$ cat src/dms_pkg.sv
// Shared types and constants for the depth match scoring block.
package dms_pkg;

   localparam int DEPTH_WIDTH     = 16;
   localparam int CNT_WIDTH       = 17;
   localparam int SUM_WIDTH       = 32;
   localparam int MEAN_WIDTH      = 20;
   localparam int FRAC_BITS       = 4;
   localparam int QUOT_WIDTH      = SUM_WIDTH + FRAC_BITS;
   localparam int CSR_DATA_WIDTH  = 17;
   localparam int CSR_INDEX_WIDTH = 2;
   localparam int QUEUE_DEPTH     = 2;

   localparam int DEFAULT_MAX_PIXELS = 65536;

   localparam logic [DEPTH_WIDTH-1:0] RESET_INLIER_THRESHOLD = DEPTH_WIDTH'(50);
   localparam logic [CNT_WIDTH-1:0]   RESET_MIN_VALID_PIXELS = CNT_WIDTH'(3000);
   localparam logic [CNT_WIDTH-1:0]   RESET_MAX_OUTLIERS     = CNT_WIDTH'(100);
   localparam logic [CNT_WIDTH-1:0]   RESET_MIN_INLIERS      = CNT_WIDTH'(1000);

   typedef enum logic [CSR_INDEX_WIDTH-1:0] {
      CSR_INLIER_THRESHOLD = 2'd0,
      CSR_MIN_VALID_PIXELS = 2'd1,
      CSR_MAX_OUTLIERS     = 2'd2,
      CSR_MIN_INLIERS      = 2'd3
   } csr_index_type;

   typedef enum logic [1:0] {
      BACK_IDLE,
      BACK_DIVIDE,
      BACK_FINISH
   } back_state_type;

   // Per-frame totals handed from the front to the back
   typedef struct packed {
      logic [CNT_WIDTH-1:0] valid_count;
      logic [CNT_WIDTH-1:0] inlier_count;
      logic [SUM_WIDTH-1:0] difference_sum;
   } frame_summary_type;

   // Acceptance thresholds used by the back
   typedef struct packed {
      logic [CNT_WIDTH-1:0] min_valid_pixels;
      logic [CNT_WIDTH-1:0] max_outliers;
      logic [CNT_WIDTH-1:0] min_inliers;
   } accept_limits_type;

endpackage

$ cat src/dms_front.sv
// Pixel front end: classifies each pixel pair and accumulates per-frame totals.
module dms_front #(
   parameter int MAX_PIXELS = dms_pkg::DEFAULT_MAX_PIXELS
) (
   input  logic                                  clock,
   input  logic                                  reset,
   input  logic                                  req_valid,
   output logic                                  req_ready,
   input  logic [dms_pkg::DEPTH_WIDTH-1:0]       req_current_depth,
   input  logic [dms_pkg::DEPTH_WIDTH-1:0]       req_reference_depth,
   input  logic                                  req_last_pixel,
   input  logic [dms_pkg::DEPTH_WIDTH-1:0]       inlier_threshold,
   input  logic                                  queue_full,
   output logic                                  push_valid,
   output dms_pkg::frame_summary_type            push_summary
);

   localparam int CNT_MAX_INT = (1 << dms_pkg::CNT_WIDTH) - 1;
   localparam int CAP_INT     = (MAX_PIXELS > CNT_MAX_INT) ? CNT_MAX_INT : MAX_PIXELS;
   localparam logic [dms_pkg::CNT_WIDTH-1:0] COUNT_CAP = dms_pkg::CNT_WIDTH'(CAP_INT);

   logic [dms_pkg::CNT_WIDTH-1:0]   valid_count_ff,    valid_count_in;
   logic [dms_pkg::CNT_WIDTH-1:0]   inlier_count_ff,   inlier_count_in;
   logic [dms_pkg::SUM_WIDTH-1:0]   difference_sum_ff, difference_sum_in;
   logic [dms_pkg::CNT_WIDTH-1:0]   valid_next;
   logic [dms_pkg::CNT_WIDTH-1:0]   inlier_next;
   logic [dms_pkg::SUM_WIDTH-1:0]   sum_next;
   logic [dms_pkg::SUM_WIDTH:0]     sum_wide;
   logic [dms_pkg::DEPTH_WIDTH-1:0] difference;
   logic                            pixel_ok;
   logic                            accept;

   // Hold off only while the queue has no room for a frame summary
   assign req_ready = !queue_full;
   assign accept    = req_valid && req_ready;

   // Classify the pixel and form the updated totals
   always_comb begin
      pixel_ok   = (req_current_depth != '0) && (req_reference_depth != '0);
      difference = (req_current_depth >= req_reference_depth)
                   ? (req_current_depth - req_reference_depth)
                   : (req_reference_depth - req_current_depth);
      sum_wide   = {1'b0, difference_sum_ff}
                   + {{(dms_pkg::SUM_WIDTH + 1 - dms_pkg::DEPTH_WIDTH){1'b0}}, difference};
      valid_next  = valid_count_ff;
      inlier_next = inlier_count_ff;
      sum_next    = difference_sum_ff;
      if (pixel_ok) begin
         sum_next = sum_wide[dms_pkg::SUM_WIDTH] ? '1 : sum_wide[dms_pkg::SUM_WIDTH-1:0];
         if (valid_count_ff < COUNT_CAP) begin
            valid_next = valid_count_ff + 1'b1;
         end
         if ((difference < inlier_threshold) && (inlier_count_ff < COUNT_CAP)) begin
            inlier_next = inlier_count_ff + 1'b1;
         end
      end
   end

   // Advance the accumulators; clear them once the last pixel is taken
   always_comb begin
      valid_count_in    = valid_count_ff;
      inlier_count_in   = inlier_count_ff;
      difference_sum_in = difference_sum_ff;
      if (accept) begin
         if (req_last_pixel) begin
            valid_count_in    = '0;
            inlier_count_in   = '0;
            difference_sum_in = '0;
         end else begin
            valid_count_in    = valid_next;
            inlier_count_in   = inlier_next;
            difference_sum_in = sum_next;
         end
      end
   end

   assign push_valid                  = accept && req_last_pixel;
   assign push_summary.valid_count    = valid_next;
   assign push_summary.inlier_count   = inlier_next;
   assign push_summary.difference_sum = sum_next;

   always_ff @(posedge clock) begin
      if (reset) begin
         valid_count_ff    <= '0;
         inlier_count_ff   <= '0;
         difference_sum_ff <= '0;
      end else begin
         valid_count_ff    <= valid_count_in;
         inlier_count_ff   <= inlier_count_in;
         difference_sum_ff <= difference_sum_in;
      end
   end

endmodule

$ cat src/dms_queue.sv
// Short queue of frame summaries between the front and the back.
module dms_queue (
   input  logic                        clock,
   input  logic                        reset,
   input  logic                        push_valid,
   input  dms_pkg::frame_summary_type  push_summary,
   output logic                        queue_full,
   input  logic                        pop,
   output logic                        queue_empty,
   output dms_pkg::frame_summary_type  pop_summary
);

   localparam int PTR_WIDTH   = (dms_pkg::QUEUE_DEPTH > 1) ? $clog2(dms_pkg::QUEUE_DEPTH) : 1;
   localparam int COUNT_WIDTH = $clog2(dms_pkg::QUEUE_DEPTH + 1);
   localparam logic [COUNT_WIDTH-1:0] DEPTH_COUNT = COUNT_WIDTH'(dms_pkg::QUEUE_DEPTH);
   localparam logic [PTR_WIDTH-1:0]   LAST_SLOT   = PTR_WIDTH'(dms_pkg::QUEUE_DEPTH - 1);

   dms_pkg::frame_summary_type slots_ff [dms_pkg::QUEUE_DEPTH];
   logic [PTR_WIDTH-1:0]   wr_ptr_ff, wr_ptr_in;
   logic [PTR_WIDTH-1:0]   rd_ptr_ff, rd_ptr_in;
   logic [COUNT_WIDTH-1:0] fill_ff,   fill_in;
   logic                   do_push;
   logic                   do_pop;

   assign queue_full  = (fill_ff == DEPTH_COUNT);
   assign queue_empty = (fill_ff == '0);
   assign pop_summary = slots_ff[rd_ptr_ff];
   assign do_push     = push_valid && !queue_full;
   assign do_pop      = pop && !queue_empty;

   // Advance pointers with wrap and track the fill level
   always_comb begin
      wr_ptr_in = wr_ptr_ff;
      rd_ptr_in = rd_ptr_ff;
      fill_in   = fill_ff;
      if (do_push) begin
         wr_ptr_in = (wr_ptr_ff == LAST_SLOT) ? '0 : wr_ptr_ff + 1'b1;
      end
      if (do_pop) begin
         rd_ptr_in = (rd_ptr_ff == LAST_SLOT) ? '0 : rd_ptr_ff + 1'b1;
      end
      if (do_push && !do_pop) begin
         fill_in = fill_ff + 1'b1;
      end else if (do_pop && !do_push) begin
         fill_in = fill_ff - 1'b1;
      end
   end

   always_ff @(posedge clock) begin
      if (reset) begin
         wr_ptr_ff <= '0;
         rd_ptr_ff <= '0;
         fill_ff   <= '0;
      end else begin
         wr_ptr_ff <= wr_ptr_in;
         rd_ptr_ff <= rd_ptr_in;
         fill_ff   <= fill_in;
      end
   end

   // Store the incoming word
   always_ff @(posedge clock) begin
      if (do_push) begin
         slots_ff[wr_ptr_ff] <= push_summary;
      end
   end

endmodule

$ cat src/dms_back.sv
// Frame back end: divides out the mean distance and forms the scored word.
module dms_back (
   input  logic                                clock,
   input  logic                                reset,
   input  logic                                queue_empty,
   input  dms_pkg::frame_summary_type          pop_summary,
   output logic                                pop,
   input  dms_pkg::accept_limits_type          limits,
   output logic                                rsp_valid,
   input  logic                                rsp_ready,
   output logic [dms_pkg::CNT_WIDTH-1:0]       rsp_valid_pixels,
   output logic [dms_pkg::CNT_WIDTH-1:0]       rsp_inlier_pixels,
   output logic [dms_pkg::CNT_WIDTH-1:0]       rsp_outlier_pixels,
   output logic [dms_pkg::MEAN_WIDTH-1:0]      rsp_mean_distance,
   output logic                                rsp_no_valid,
   output logic                                rsp_accepted
);

   localparam int QW        = dms_pkg::QUOT_WIDTH;
   localparam int CW        = dms_pkg::CNT_WIDTH;
   localparam int MW        = dms_pkg::MEAN_WIDTH;
   localparam int ITER_W    = $clog2(QW);
   localparam logic [ITER_W-1:0] ITER_LAST = ITER_W'(QW - 1);

   dms_pkg::back_state_type state_ff, state_in;

   logic [CW-1:0]     divisor_ff,  divisor_in;
   logic [CW-1:0]     inlier_ff,   inlier_in;
   logic [CW-1:0]     rem_ff,      rem_in;
   logic [QW-1:0]     quot_ff,     quot_in;
   logic [ITER_W-1:0] iter_ff,     iter_in;
   logic              rsp_valid_ff, rsp_valid_in;
   logic [CW-1:0]     valid_pix_ff,   outlier_pix_ff, inlier_pix_ff;
   logic [MW-1:0]     mean_ff;
   logic              no_valid_ff, accepted_ff;

   logic [CW:0]       shifted;
   logic              fits;
   logic              load_out;
   logic [CW-1:0]     outliers;
   logic [MW-1:0]     mean_sat;
   logic              none;
   logic              accept_ok;

   // Next state
   always_comb begin
      state_in = state_ff;
      case (state_ff)
         dms_pkg::BACK_IDLE: begin
            if (!queue_empty) begin
               state_in = dms_pkg::BACK_DIVIDE;
            end
         end
         dms_pkg::BACK_DIVIDE: begin
            if (iter_ff == ITER_LAST) begin
               state_in = dms_pkg::BACK_FINISH;
            end
         end
         dms_pkg::BACK_FINISH: begin
            if (!rsp_valid_ff || rsp_ready) begin
               state_in = dms_pkg::BACK_IDLE;
            end
         end
         default: state_in = dms_pkg::BACK_IDLE;
      endcase
   end

   // Control outputs of each state
   always_comb begin
      pop      = 1'b0;
      load_out = 1'b0;
      case (state_ff)
         dms_pkg::BACK_IDLE:   pop      = !queue_empty;
         dms_pkg::BACK_DIVIDE: pop      = 1'b0;
         dms_pkg::BACK_FINISH: load_out = !rsp_valid_ff || rsp_ready;
         default: begin
            pop      = 1'b0;
            load_out = 1'b0;
         end
      endcase
   end

   // One restoring division step per cycle: sum * 16 / valid count
   always_comb begin
      shifted = {rem_ff, quot_ff[QW-1]};
      fits    = (shifted >= {1'b0, divisor_ff});
   end

   always_comb begin
      divisor_in = divisor_ff;
      inlier_in  = inlier_ff;
      rem_in     = rem_ff;
      quot_in    = quot_ff;
      iter_in    = iter_ff;
      if (pop) begin
         divisor_in = pop_summary.valid_count;
         inlier_in  = pop_summary.inlier_count;
         rem_in     = '0;
         quot_in    = {pop_summary.difference_sum, {dms_pkg::FRAC_BITS{1'b0}}};
         iter_in    = '0;
      end else if (state_ff == dms_pkg::BACK_DIVIDE) begin
         rem_in  = fits ? CW'(shifted - {1'b0, divisor_ff}) : shifted[CW-1:0];
         quot_in = {quot_ff[QW-2:0], fits};
         iter_in = iter_ff + 1'b1;
      end
   end

   // Score the frame from the finished quotient
   always_comb begin
      none      = (divisor_ff == '0);
      outliers  = (inlier_ff <= divisor_ff) ? (divisor_ff - inlier_ff) : '0;
      mean_sat  = (|quot_ff[QW-1:MW]) ? '1 : quot_ff[MW-1:0];
      accept_ok = (divisor_ff >= limits.min_valid_pixels)
                  && (outliers <= limits.max_outliers)
                  && (inlier_ff >= limits.min_inliers);
   end

   // Output register: hold until taken
   always_comb begin
      rsp_valid_in = rsp_valid_ff;
      if (load_out) begin
         rsp_valid_in = 1'b1;
      end else if (rsp_ready) begin
         rsp_valid_in = 1'b0;
      end
   end

   always_ff @(posedge clock) begin
      if (reset) begin
         state_ff     <= dms_pkg::BACK_IDLE;
         rsp_valid_ff <= 1'b0;
      end else begin
         state_ff     <= state_in;
         rsp_valid_ff <= rsp_valid_in;
      end
   end

   always_ff @(posedge clock) begin
      divisor_ff <= divisor_in;
      inlier_ff  <= inlier_in;
      rem_ff     <= rem_in;
      quot_ff    <= quot_in;
      iter_ff    <= iter_in;
      if (load_out) begin
         valid_pix_ff   <= divisor_ff;
         inlier_pix_ff  <= inlier_ff;
         outlier_pix_ff <= outliers;
         mean_ff        <= none ? '0 : mean_sat;
         no_valid_ff    <= none;
         accepted_ff    <= accept_ok;
      end
   end

   assign rsp_valid          = rsp_valid_ff;
   assign rsp_valid_pixels   = valid_pix_ff;
   assign rsp_inlier_pixels  = inlier_pix_ff;
   assign rsp_outlier_pixels = outlier_pix_ff;
   assign rsp_mean_distance  = mean_ff;
   assign rsp_no_valid       = no_valid_ff;
   assign rsp_accepted       = accepted_ff;

endmodule

$ cat src/depth_match_scoring.sv
// Top level of the depth match scoring block: settings registers and wiring.
//
// Scores agreement of two depth images. The req_ channel carries one word per
// pixel pair (current and reference depth, last-pixel mark) and takes one word
// every cycle while the queue has room. A pixel counts as valid when both
// depths are nonzero; valid pixels are counted, tested against the inlier
// threshold and their absolute differences summed. The word marked last
// closes the frame: its totals go into a two-entry queue and the accumulators
// clear for the next frame. The back end takes one summary at a time and
// divides out the mean with a one-bit-per-cycle restoring divider, 36 steps.
// Each summary goes through the pop, the 36 division steps and the output
// load in turn, and the next summary is started only after that load. Frames
// that arrive faster fill the queue and the req_ channel then holds ready low
// until a slot frees.
// The rsp_ word sits in an output register until taken; a stalled receiver
// stalls the back end, then the queue, then the pixel input.
// The csr_ port writes the four thresholds, in effect from the next cycle;
// write them only while no frame is in flight. Reset clears the accumulators,
// the queue and the output, and restores the default thresholds.
module depth_match_scoring #(
   parameter int MAX_PIXELS = dms_pkg::DEFAULT_MAX_PIXELS
) (
   input  logic                                  clock,
   input  logic                                  reset,
   input  logic                                  req_valid,
   output logic                                  req_ready,
   input  logic [dms_pkg::DEPTH_WIDTH-1:0]       req_current_depth,
   input  logic [dms_pkg::DEPTH_WIDTH-1:0]       req_reference_depth,
   input  logic                                  req_last_pixel,
   output logic                                  rsp_valid,
   input  logic                                  rsp_ready,
   output logic [dms_pkg::CNT_WIDTH-1:0]         rsp_valid_pixels,
   output logic [dms_pkg::CNT_WIDTH-1:0]         rsp_inlier_pixels,
   output logic [dms_pkg::CNT_WIDTH-1:0]         rsp_outlier_pixels,
   output logic [dms_pkg::MEAN_WIDTH-1:0]        rsp_mean_distance,
   output logic                                  rsp_no_valid,
   output logic                                  rsp_accepted,
   input  logic                                  csr_write_enable,
   input  logic [dms_pkg::CSR_INDEX_WIDTH-1:0]   csr_index,
   input  logic [dms_pkg::CSR_DATA_WIDTH-1:0]    csr_write_data
);

   logic [dms_pkg::DEPTH_WIDTH-1:0] inlier_threshold_ff, inlier_threshold_in;
   dms_pkg::accept_limits_type      limits_ff, limits_in;
   logic                            queue_full;
   logic                            queue_empty;
   logic                            push_valid;
   logic                            pop;
   dms_pkg::frame_summary_type      push_summary;
   dms_pkg::frame_summary_type      pop_summary;

   // Decode settings writes
   always_comb begin
      inlier_threshold_in = inlier_threshold_ff;
      limits_in           = limits_ff;
      if (csr_write_enable) begin
         case (dms_pkg::csr_index_type'(csr_index))
            dms_pkg::CSR_INLIER_THRESHOLD:
               inlier_threshold_in = csr_write_data[dms_pkg::DEPTH_WIDTH-1:0];
            dms_pkg::CSR_MIN_VALID_PIXELS:
               limits_in.min_valid_pixels = csr_write_data[dms_pkg::CNT_WIDTH-1:0];
            dms_pkg::CSR_MAX_OUTLIERS:
               limits_in.max_outliers = csr_write_data[dms_pkg::CNT_WIDTH-1:0];
            dms_pkg::CSR_MIN_INLIERS:
               limits_in.min_inliers = csr_write_data[dms_pkg::CNT_WIDTH-1:0];
            default: inlier_threshold_in = inlier_threshold_ff;
         endcase
      end
   end

   always_ff @(posedge clock) begin
      if (reset) begin
         inlier_threshold_ff        <= dms_pkg::RESET_INLIER_THRESHOLD;
         limits_ff.min_valid_pixels <= dms_pkg::RESET_MIN_VALID_PIXELS;
         limits_ff.max_outliers     <= dms_pkg::RESET_MAX_OUTLIERS;
         limits_ff.min_inliers      <= dms_pkg::RESET_MIN_INLIERS;
      end else begin
         inlier_threshold_ff <= inlier_threshold_in;
         limits_ff           <= limits_in;
      end
   end

   dms_front #(
      .MAX_PIXELS (MAX_PIXELS)
   ) u_front (
      .clock               (clock),
      .reset               (reset),
      .req_valid           (req_valid),
      .req_ready           (req_ready),
      .req_current_depth   (req_current_depth),
      .req_reference_depth (req_reference_depth),
      .req_last_pixel      (req_last_pixel),
      .inlier_threshold    (inlier_threshold_ff),
      .queue_full          (queue_full),
      .push_valid          (push_valid),
      .push_summary        (push_summary)
   );

   dms_queue u_queue (
      .clock        (clock),
      .reset        (reset),
      .push_valid   (push_valid),
      .push_summary (push_summary),
      .queue_full   (queue_full),
      .pop          (pop),
      .queue_empty  (queue_empty),
      .pop_summary  (pop_summary)
   );

   dms_back u_back (
      .clock              (clock),
      .reset              (reset),
      .queue_empty        (queue_empty),
      .pop_summary        (pop_summary),
      .pop                (pop),
      .limits             (limits_ff),
      .rsp_valid          (rsp_valid),
      .rsp_ready          (rsp_ready),
      .rsp_valid_pixels   (rsp_valid_pixels),
      .rsp_inlier_pixels  (rsp_inlier_pixels),
      .rsp_outlier_pixels (rsp_outlier_pixels),
      .rsp_mean_distance  (rsp_mean_distance),
      .rsp_no_valid       (rsp_no_valid),
      .rsp_accepted       (rsp_accepted)
   );

endmodule

$ cat config.mk
export PLATFORM = sky130hd
export DESIGN_NAME = depth_match_scoring
export DESIGN_NICKNAME = d
export VERILOG_FILES = /design/src/dms_pkg.sv /design/src/dms_front.sv /design/src/dms_queue.sv /design/src/dms_back.sv /design/src/depth_match_scoring.sv
export SDC_FILE = /design/constraint.sdc
export NUM_CORES = 1
export LEC_CHECK = 0
export ABC_AREA = 0
export ABC_CLOCK_PERIOD_IN_PS = 4500
export BUFFER_PORTS_ARGS = -buffer_cell sky130_fd_sc_hd__clkbuf_2
export CAP_MARGIN = 20
export CORE_UTILIZATION = 37
export CTS_CLUSTER_SIZE = 8
export DETAILED_ROUTE_END_ITERATION = 10
export RECOVER_POWER = 100
export SLEW_MARGIN = 5
export SYNTH_ARGS = -nofsm -noshare
export SYNTH_HDL_FRONTEND = slang
export SYNTH_SLANG_ARGS = --single-unit
export TNS_END_PERCENT = 5
$ cat constraint.sdc
create_clock -name clock -period 4.5 [get_ports clock]
set_input_delay 0.675 -clock clock [delete_from_list [all_inputs] [get_ports clock]]
set_output_delay 0.675 -clock clock [all_outputs]
set_load 0.05 [all_outputs]
==> impl_metrics.env <==
export IMPL_outcome="finished with violations"
export IMPL_violations="capacitance limit, slew limit"
export IMPL_syn_nets=2473
export IMPL_die_height_um=252
export IMPL_drc=0
export IMPL_holdWs_ns=0.343
export IMPL_synth_cell_types=96
export IMPL_fin_crit_ns=4.37
export IMPL_cts_tree="done"
export IMPL_vias=18100
export IMPL_synth_compound_area_share_pct=14.9
export IMPL_synth_main_ff_cell="edfxtp_1"
export IMPL_clock_sinks=439
export IMPL_grt_overflow=0
export IMPL_cp_endpoint="u_back.rsp_accepted"
export IMPL_synthCells=2260
export IMPL_cts_hold_buf=0
export IMPL_cts_buffers=61
export IMPL_antenna_left=0
export IMPL_avgSynthCellArea_um2=10.2
export IMPL_comb_power_share_pct=39.3
export IMPL_cp_startpoint="u_back.inlier_ff[2]"
export IMPL_area_growth_pct=21.2
export IMPL_r2r_setup_slack_ns=0.13
export IMPL_cp_start_kind="flop"
export IMPL_r2r_end="u_back.rsp_accepted"
export IMPL_die_area_mm2=0.0636
export IMPL_core_area_mm2=0.0618
export IMPL_io_buffers=131
export IMPL_cp_required_ns=4.99
export IMPL_grt_pass1_vias=17700
export IMPL_min_from="csr_write_data[16]"
export IMPL_hp_class="in2reg"
export IMPL_cp_common_cell="a21oi_1"
export IMPL_grt_usage_pct=19.4
export IMPL_synth_top_family_by_area="compound AO/OA/AOI/OAI gates"
export IMPL_ir_drop_v=0.000326
export IMPL_max_freq_ghz=0.229
export IMPL_yosysMostFrequentCell="edfxtp_1"
export IMPL_gp_congestion=0.895
export IMPL_synth_largest_area_cell="edfxtp_1"
export IMPL_critPathSlowestCell="or4_4"
export IMPL_clock_path_buffers=3
export IMPL_dp_cells=3353
export IMPL_rsz0062_at_grt="yes"
export IMPL_drive_above_1_share_pct=16.7
export IMPL_ys_seq_elements=439
export IMPL_vias_per_cell=5.20
export IMPL_synth_adder_area_share_pct=8.59
export IMPL_muxShareOfSynthArea_pct=3.83
export IMPL_drv_cap=7
export IMPL_intPower_uw=10400
export IMPL_ys_seq_area_share_pct=49.7
export IMPL_wl_per_cell_um=18.1
export IMPL_relSlewSlack_pct=-60.0
export IMPL_path_class="reg2reg"
export IMPL_grt_pass1_wl_um=97200
export IMPL_finalNetCount=2797
export IMPL_setup_viol=0
export IMPL_fin_crit_sh_pct=97.2
export IMPL_worst_r2r_path_depth=17
export IMPL_finClkSkew_ns=0.0450
export IMPL_arrival_ns=4.86
export IMPL_path_cells="inv_1, ha_1, nor2b_1, o31a_1, o21bai_1, a21oi_1, a211oi_2, a21oi_2, or4_1, a31oi_4, ha_1, a21o_1, a21oi_1, nor2b_1, or4_4, a21oi_1, o211a_1"
export IMPL_ios=132
export IMPL_antenna_found_initial=2
export IMPL_hpwl_um=46000
export IMPL_initial_core_util_pct=37.5
export IMPL_wl_um=62900
export IMPL_yosys_warnings=0
export IMPL_tightest_slew_ns=2.40
export IMPL_seqPwrFrac_pct=34.8
export IMPL_switchingPower_uw=6100
export IMPL_cts_reportedPaths_clkPinSlew_ns=0.05
export IMPL_r2r_start="u_back.inlier_ff[2]"
export IMPL_syn_cell_area_mm2=0.0232
export IMPL_setup_tns_ns=0
export IMPL_hold_viol=0
export IMPL_critPathMaxFanout=5
export IMPL_synthSimpleGateAreaFrac_pct=14.5
export IMPL_p_leak_uw=0.0110
export IMPL_cts_htree_levels=2
export IMPL_p_sw_share_pct=37.0
export IMPL_netlist_top_cells_count="edfxtp_1 (271), nand2_1 (243), nor2_1 (173), inv_1 (172), dfxtp_1 (168)"
export IMPL_layoutNonFillerInstCount=3473
export IMPL_dieWidth_um=252
export IMPL_synth_xor_area_share_pct=3.74
export IMPL_dr_pass1_iters=6
export IMPL_maxSlewViolCount=308
export IMPL_power_uw=16500
export IMPL_cts_root_buffer_cell="clkbuf_16"
export IMPL_ys_top_cells_by_area="edfxtp_1 (35%), dfxtp_1 (15%), ha_1 (8.2%)"
export IMPL_clk_latency_ns=0.64
export IMPL_drtIter0Drc=1274
export IMPL_synth_top_area_share_pct=35.1
export IMPL_grt_max_degree=74
export IMPL_endpoint_kind="flop"
export IMPL_synth_edf_count=271
export IMPL_cpPeakStageDelay_ns=0.52
export IMPL_num_rows=91
export IMPL_clkPwrFrac_pct=26.0
export IMPL_pwr_density_cell_mw_per_mm2=588
export IMPL_async_flop_share_pct=0
[critical path: cells and delay by family, from the launching register on]
family / cells / cell delay, ns
AND/OR/NAND/NOR: 4 / 1.26
buffers and inverters: 1 / 0.10
flip-flops: 1 / 0.42
adder cells (fa/ha/maj): 2 / 0.64
AO/OA/AOI/OAI: 10 / 1.82
[power groups by stage]
stage	logic [uW]	registers (uW)	clock network, uW
final	6480	5730	4280
after CTS	6380	5710	4380
after global routing	7120	5790	4540
after global placement	6180	5770	0
after detailed placement	6330	5790	0
after floorplan	3990	5880	0
[metal layers]
metal,routed length (um),global-route usage (%)
met5,14,0
met4,1930,7.00
met3,3520,3.33
met2,28800,31.2
met1,28600,26.1
[cells in the final DEF (no fill, tap or decap), types with 50 or more instances in the layout]
cell type / netlist / layout
clkbuf_2: 0 / 56
nand2_1: 243 / 242
a21oi_1: 141 / 135
nor2_1: 173 / 171
inv_1: 172 / 171
edfxtp_1: 271 / 271
dfxtp_1: 168 / 168
ha_1: 151 / 150
xnor2_1: 53 / 50
o21ai_0: 106 / 103
buf_4: 5 / 181
clkbuf_1: 72 / 164
clkbuf_16: 0 / 61
[how the worst min path moves through the flow]
stage	endpoint	cells past startpoint
2_1_floorplan	inlier_threshold_ff[0]	2
3_3_place_gp	limits_ff[16]	2
3_5_place_dp	limits_ff[16]	2
4_1_cts	limits_ff[33]	3
5_1_grt	limits_ff[50]	3
6_report	limits_ff[50]	3
[flip-flops by register name, indices dropped and copies added, names as in the netlist, 20 cells and up, named ones only]
name,count
u_queue.slots_ff,132
u_back.quot_ff,36
limits_ff,51
u_front.difference_sum_ff,32
u_back.rsp_mean_distance,20
[cell type report]
class                      count  area, um^2
fill                        5845       33800
sequential                   439       11500
multi-input combinational   1545       10900
timing repair buffer         364        2190
clock buffer                 109        1720
tap                          837        1050
inverter                     173         649
clock inverter                 5        68.8
antenna                        1        2.50
[through the flow]
| stage | setup slack (ns) | instance area (um^2) | util, % |
|---|---|---|---|
| after CTS | 0.00407 | 28000 | 45.3 |
| after floorplan | -0.0725 | 23200 | - |
| after detailed placement | -0.698 | 26200 | 42.4 |
| final | 0.128 | 28100 | 45.4 |
| after global placement | -0.604 | 26200 | 42.4 |
| after global routing | -0.0796 | 28100 | 45.4 |
[kinds of logic (layout without fill, tap and decap cells)]
logic type               after synthesis  in the layout
AO/OA/AOI/OAI                        509            510
XOR/XNOR                              99             99
adder cells (fa/ha/maj)              156            156
buffers and inverters                277            651
flip-flops                           439            439
multiplexers                          84             84
other                                  0              1
AND/OR/NAND/NOR                      696            696
[what timing repair did]
item                                    CTS  global route
gates resized for setup                   3            62
setup buffers                             0             3
pin swaps                                 0            20
endpoints found under the setup margin   13           146
cloned                                    0             1
(Power assumes the default switching activity.)
